## config.mk

```make
export PLATFORM = sky130hd
export DESIGN_NAME = utf8_validating_decoder_core
export DESIGN_NICKNAME = d
export VERILOG_FILES = /design/src/rtl/utf8d_pkg.sv /design/src/rtl/utf8d_decode.sv /design/src/rtl/utf8_validating_decoder_core.sv
export SDC_FILE = /design/constraint.sdc
export NUM_CORES = 1
export LEC_CHECK = 0
export ABC_CLOCK_PERIOD_IN_PS = 5650
export BUFFER_PORTS_ARGS = -buffer_cell sky130_fd_sc_hd__buf_2
export CAP_MARGIN = 20
export CORE_ASPECT_RATIO = 0.8
export CORE_MARGIN = 2
export CORE_UTILIZATION = 47
export DETAILED_ROUTE_END_ITERATION = 10
export GPL_TIMING_DRIVEN = 0
export PLACE_DENSITY = 0.64
export SLEW_MARGIN = 20
export SYNTH_ARGS = -nofsm -noshare
export SYNTH_HDL_FRONTEND = slang
export SYNTH_SLANG_ARGS = --single-unit
```

## constraint.sdc

```tcl
create_clock -name clk -period 5.65 [get_ports clk]
set_input_delay 0.2825 -clock clk [delete_from_list [all_inputs] [get_ports clk]]
set_output_delay 0.2825 -clock clk [all_outputs]
set_load 0.05 [all_outputs]
```

## src/rtl/utf8d_pkg.sv

```systemverilog
// Shared types and constants for the UTF-8 validating decoder.
package utf8d_pkg;

  localparam int unsigned CpW  = 21;
  localparam int unsigned LenW = 3;

  localparam logic [CpW-1:0] RepCodeReset = 21'h00FFFD;
  localparam logic [CpW-1:0] MinCp2       = 21'h000080;
  localparam logic [CpW-1:0] MinCp3       = 21'h000800;
  localparam logic [CpW-1:0] MinCp4       = 21'h010000;
  localparam logic [CpW-1:0] SurrLo       = 21'h00D800;
  localparam logic [CpW-1:0] SurrHi       = 21'h00DFFF;
  localparam logic [CpW-1:0] MaxCp        = 21'h10FFFF;

  localparam logic [7:0] ContMask = 8'hC0;
  localparam logic [7:0] ContTag  = 8'h80;

  localparam logic [LenW-1:0] LenIdle = 3'd0;
  localparam logic [LenW-1:0] Len2    = 3'd2;
  localparam logic [LenW-1:0] Len3    = 3'd3;
  localparam logic [LenW-1:0] Len4    = 3'd4;

  // Pending multi-byte sequence
  typedef struct packed {
    logic [LenW-1:0] exp_len;
    logic [LenW-1:0] taken;
    logic [CpW-1:0]  acc;
  } seq_state_t;

  // One result item
  typedef struct packed {
    logic [CpW-1:0] cp;
    logic           rep;
    logic           fin;
  } result_t;

  // Results caused by one input byte: first result, then cnt-1 copies of tail
  typedef struct packed {
    logic [LenW-1:0] cnt;
    result_t         head;
    result_t         tail;
  } burst_t;

endpackage

```

## src/rtl/utf8d_decode.sv

```systemverilog
// Combinational next-state and result decode for one input byte.
module utf8d_decode (
  input  utf8d_pkg::seq_state_t cur_state,
  input  logic [7:0]            byte_in,
  input  logic [20:0]           rep_code,
  output utf8d_pkg::seq_state_t nxt_state,
  output utf8d_pkg::burst_t     burst
);
  import utf8d_pkg::*;

  seq_state_t      lead_state;
  result_t         lead_res;
  logic            lead_has;
  logic [CpW-1:0]  acc_ext;
  logic [LenW-1:0] taken_inc;
  logic            overlong;
  logic            bad_val;
  logic            is_cont;

  // Byte handled as if idle
  always_comb begin
    lead_state = '0;
    lead_res   = '0;
    lead_has   = 1'b0;
    unique case (byte_in) inside
      8'h00: begin
        lead_has     = 1'b1;
        lead_res.fin = 1'b1;
      end
      [8'h01:8'h7F]: begin
        lead_has    = 1'b1;
        lead_res.cp = {13'd0, byte_in};
      end
      [8'hC0:8'hDF]: begin
        lead_state.exp_len = Len2;
        lead_state.taken   = 3'd1;
        lead_state.acc     = {16'd0, byte_in[4:0]};
      end
      [8'hE0:8'hEF]: begin
        lead_state.exp_len = Len3;
        lead_state.taken   = 3'd1;
        lead_state.acc     = {17'd0, byte_in[3:0]};
      end
      [8'hF0:8'hF7]: begin
        lead_state.exp_len = Len4;
        lead_state.taken   = 3'd1;
        lead_state.acc     = {18'd0, byte_in[2:0]};
      end
      default: begin
        // stray continuation or F8-FF
        lead_has     = 1'b1;
        lead_res.cp  = rep_code;
        lead_res.rep = 1'b1;
      end
    endcase
  end

  // Continuation byte folded into the accumulator
  assign is_cont   = (byte_in & ContMask) == ContTag;
  assign acc_ext   = {cur_state.acc[CpW-7:0], byte_in[5:0]};
  assign taken_inc = cur_state.taken + 3'd1;
  assign overlong  = ((cur_state.exp_len == Len2) && (acc_ext < MinCp2)) ||
                     ((cur_state.exp_len == Len3) && (acc_ext < MinCp3)) ||
                     ((cur_state.exp_len == Len4) && (acc_ext < MinCp4));
  assign bad_val   = overlong || ((acc_ext >= SurrLo) && (acc_ext <= SurrHi)) ||
                     (acc_ext > MaxCp);

  always_comb begin
    nxt_state = '0;
    burst     = '0;
    if (cur_state.exp_len == LenIdle) begin
      nxt_state  = lead_state;
      burst.cnt  = {2'd0, lead_has};
      burst.head = lead_res;
    end else if (is_cont) begin
      if (taken_inc >= cur_state.exp_len) begin
        // sequence complete, block returns to idle
        if (bad_val) begin
          burst.cnt      = cur_state.exp_len;
          burst.head.cp  = rep_code;
          burst.head.rep = 1'b1;
          burst.tail     = burst.head;
        end else begin
          burst.cnt     = 3'd1;
          burst.head.cp = acc_ext;
        end
      end else begin
        nxt_state.exp_len = cur_state.exp_len;
        nxt_state.taken   = taken_inc;
        nxt_state.acc     = acc_ext;
      end
    end else begin
      // broken sequence: one replacement, then the byte taken afresh
      nxt_state      = lead_state;
      burst.cnt      = 3'd1 + {2'd0, lead_has};
      burst.head.cp  = rep_code;
      burst.head.rep = 1'b1;
      burst.tail     = lead_res;
    end
  end

endmodule

```

## src/rtl/utf8_validating_decoder_core.sv

```systemverilog
// UTF-8 validating decoder: top level with sequence state and result register.
// The first result of a byte is valid in the cycle after the byte is accepted.
// Throughput: one byte per cycle while out_ready is high; a byte that causes
//   more than one result keeps in_ready low until its last result is being taken.
// Reset (synchronous, rst_n low): idle, no pending sequence, no result pending,
//   replacement code 0xFFFD.
module utf8_validating_decoder_core (
  input  logic        clk,
  input  logic        rst_n,
  input  logic        in_valid,
  output logic        in_ready,
  input  logic [7:0]  in_byte_in,
  output logic        out_valid,
  input  logic        out_ready,
  output logic [20:0] out_code_point,
  output logic        out_is_replacement,
  output logic        out_is_end,
  output logic        out_last_of_run,
  input  logic        cfg_wr_en,
  input  logic [20:0] cfg_wr_data
);
  import utf8d_pkg::*;

  seq_state_t      state_r, state_nxt;
  burst_t          dec_burst;
  logic [LenW-1:0] cnt_r, cnt_nxt;
  logic            first_r, first_nxt;
  result_t         head_r, head_nxt;
  result_t         tail_r, tail_nxt;
  logic [CpW-1:0]  rep_code_r;
  logic            in_acc, out_acc;
  result_t         cur_res;

  utf8d_decode u_decode (
    .cur_state (state_r),
    .byte_in   (in_byte_in),
    .rep_code  (rep_code_r),
    .nxt_state (state_nxt),
    .burst     (dec_burst)
  );

  // Handshakes: take a new item once the last pending result leaves
  assign out_valid = cnt_r != 3'd0;
  assign out_acc   = out_valid && out_ready;
  assign in_ready  = (cnt_r == 3'd0) || ((cnt_r == 3'd1) && out_ready);
  assign in_acc    = in_valid && in_ready;

  // Result selection
  assign cur_res            = first_r ? head_r : tail_r;
  assign out_code_point     = cur_res.cp;
  assign out_is_replacement = cur_res.rep;
  assign out_is_end         = cur_res.fin;
  assign out_last_of_run    = cnt_r == 3'd1;

  // Burst register next values
  always_comb begin
    cnt_nxt   = cnt_r;
    first_nxt = first_r;
    head_nxt  = head_r;
    tail_nxt  = tail_r;
    if (in_acc) begin
      cnt_nxt   = dec_burst.cnt;
      first_nxt = 1'b1;
      head_nxt  = dec_burst.head;
      tail_nxt  = dec_burst.tail;
    end else if (out_acc) begin
      cnt_nxt   = cnt_r - 3'd1;
      first_nxt = 1'b0;
    end
  end

  // Control registers
  always_ff @(posedge clk) begin
    if (!rst_n) begin
      state_r    <= '0;
      cnt_r      <= '0;
      first_r    <= 1'b0;
      rep_code_r <= RepCodeReset;
    end else begin
      cnt_r   <= cnt_nxt;
      first_r <= first_nxt;
      if (in_acc) begin
        state_r <= state_nxt;
      end
      if (cfg_wr_en) begin
        rep_code_r <= cfg_wr_data;
      end
    end
  end

  // Result payload
  always_ff @(posedge clk) begin
    head_r <= head_nxt;
    tail_r <= tail_nxt;
  end

endmodule
```

==> qor.yml <==
status: "complete, no violations"
initial_core_util_pct: 47.8
area_delta_synth_final_pct: 17.2
portBuffers: 58
cts_resized: 0
synthArstFlopShare_pct: 0
antenna_found_initial: 0
syn_avg_cell_area_um2: 11.0
gp_congestion: 0.854
avgViaCountPerCell: 5.45
fin_nets: 500
worst_slew_pin_slew_ps: 897
timing.final.crit_share_pct: 45.8
hp-class: "in2reg"
fin_ws_ps: 3060
yosysMostFrequentCell: "nand2_1"
detail-route-antenna-nets: 0
synth_cell_type_count: 53
multiInputGateArea_um2: 1840
synth.area.top_cells: "edfxtp_1 (32%), dfxtp_1 (22%), mux2_2 (6.6%), nand2_1 (5.3%), mux2i_1 (5.1%)"
peakVddDrop_mv: 0.312
overflow: 0
postSynthNetCount: 431
nFillCells: 784
fp.dieW_um: 111
dpl_worst_slack_ps: 3070
hold_viol_final: 0
h-tree-depth: 3
power_mw: 2.18
synth_top_area_cell: "edfxtp_1"
hpwlAfterDp_mm: 6.70
cts.sinks: 92
drive_above_1_share_pct: 23.9
pwr_density_cell_nw_per_um2: 434
wl_per_cell_um: 16.5
grt_pass1_wl_mm: 15.4
cts_tree: "yes"
power.leakage_nw: 2.00
root_buffer: "clkbuf_16"
grtUsageTotal_pct: 20.1
relSlewSlack_pct: 40.2
setup.worst_path.start_class: "flop"
cp_cell_sequence: "ha_1 > xor2_1 > ha_1 > nand2_1 > o21ai_2 > o211ai_1 > a21oi_1 > buf_2 > a22o_1"
cp.buffers_inverters: 1
cts_buffers: 9
ys_warn_count: 0
routed_wirelength_mm: 9.54
remaining_drc_errors: 0
max_stage_delay_ps: 340
ys_ff_latch: 92
ys_seq_area_share_pct: 53.8
die_area_um2: 9890
setup_viol: 0
crit_path_max_fanout: 10
clockBufferDepth: 2
post-route-util_pct: 56.0
hold_depth: 3
io_pins: 60
synth_common_cells: "nand2_1 (61), dfxtp_1 (46), edfxtp_1 (46)"
post_dp_cell_area_um2: 4720
synthFlopType: "edfxtp_1"
dieHeight_um: 89.4
coreArea_um2: 8960
grt_setup_unrepaired: "false"
grt_pass1_vias: 3005
fin_skew_ps: 5.45
fmax_mhz: 387
seq_area_um2: 2300
cp.required_ps: 5860
vias: 3158
reg2reg_depth: 9
min_period_ps: 2590
drt-pass1-iter-count: 4
cts.clk_slew.worst_paths_ps: 70
synth_edf_count: 46
syn_area_um2: 4280
finalInstanceArea_um2: 5020
endpoint_kind: "flop"
antennaDiodeCount: 0
path_depth: 9
drv_slew: 0
finalSetupTns_ps: 0
cpMostUsedCell: "ha_1"
synth_top_area_share_pct: 32.3
worstSetupPathType: "reg2reg"
cap_violations: 0
clk_latency_ps: 340
cts_hold_buf: 0
cp_top_family: "compound AO/OA/AOI/OAI gates"
synth_cells: 390
cp_slowest_cell: "dfxtp_1"
post-cts-setup-buffers: 0
arrival_ps: 2800
grt_max_degree: 56
initialDrtViolationCount: 156
fp-row-count: 31
==> cell families (layout without fill, tap and decap cells) <==
| kind of cell | count (synthesis) | in the layout | share of synthesized area (%) |
|---|---|---|---|
| AO/OA/AOI/OAI | 83 | 83 | 13.9 |
| XOR/XNOR | 3 | 3 | 0.614 |
| adder cells (fa/ha/maj) | 7 | 7 | 2.05 |
| buffers and inverters | 30 | 104 | 3.33 |
| flip-flops | 92 | 92 | 53.8 |
| multiplexers | 47 | 47 | 11.7 |
| AND/OR/NAND/NOR | 128 | 128 | 14.6 |
==> where the power goes <==
group	leakage, nW	switching, mW	internal [mW]
logic	1.04	0.492	0.208
clock network	0.140	0.259	0.348
registers	0.822	0.0409	0.828
==> worst paths after layout <==
path	start	end	slack (ps)
setup / recovery	state_r[21]	head_r[7]	3060
setup reg to reg	state_r[21]	head_r[7]	3060
hold / removal	cfg_wr_data[0]	rep_code_r[0]	160
hold reg to reg	state_r[22]	state_r[22]	460
==> metal layers <==
| layer | part of all wire [%] | GRT usage, % | up-vias |
|---|---|---|---|
| li1 | - | - | 1558 |
| met1 | 50 | 28.2 | 1509 |
| met2 | 44 | 31.6 | 86 |
| met3 | 5.0 | 5.42 | 5 |
| met4 | 0.74 | 4.43 | 0 |
| met5 | 0 | 0 | - |
==> layout make-up <==
class | instances | share of cell area [%]
buffer | 23 | 2.14
clock buffer | 10 | 4.56
clock inverter | 6 | 1.42
inverter | 7 | 0.773
multi-input combinational | 268 | 36.6
sequential | 92 | 45.9
tap | 115 | 2.87
timing repair buffer | 58 | 5.78
==> cell usage in the layout, fill, tap and decap left out, types with 3 or more instances in the layout <==
cell type and n:
ha_1 7, nor4_1 4, and2_1 18, a21oi_1 21, edfxtp_1 46, nor2b_1 13
a21boi_0 3, clkbuf_1 14, mux2_2 25, a22o_1 24, nand2_1 61, mux2i_1 22
clkbuf_16 9, inv_6 3, nor3_1 5, xor2_1 3, nand3_1 3, nor4b_1 3
o21ai_0 12, nor2_1 11, dfxtp_1 46, buf_2 63, inv_1 6
==> tightest hold or removal path, delay by kind of cell <==
family	cells	cell delay [ps]
buffers and inverters	1	70
muxes	1	50
and+or+nand+nor	1	60
==> metrics by stage <==
stage / hold WS (ps) / instances
after floorplan: 412 / 390
after global placement: 451 / 563
after detailed placement: 457 / 563
after CTS: 148 / 579
after global routing: 160 / 579
final: 155 / 579
==> state kept, by name, summed over array words and instances, names as in the netlist <==
register and count:
cnt_r 3, first_r 1, head_r 23, rep_code_r 21, state_r 21, tail_r 23
Note: power is estimated with default switching activity, not from simulation.
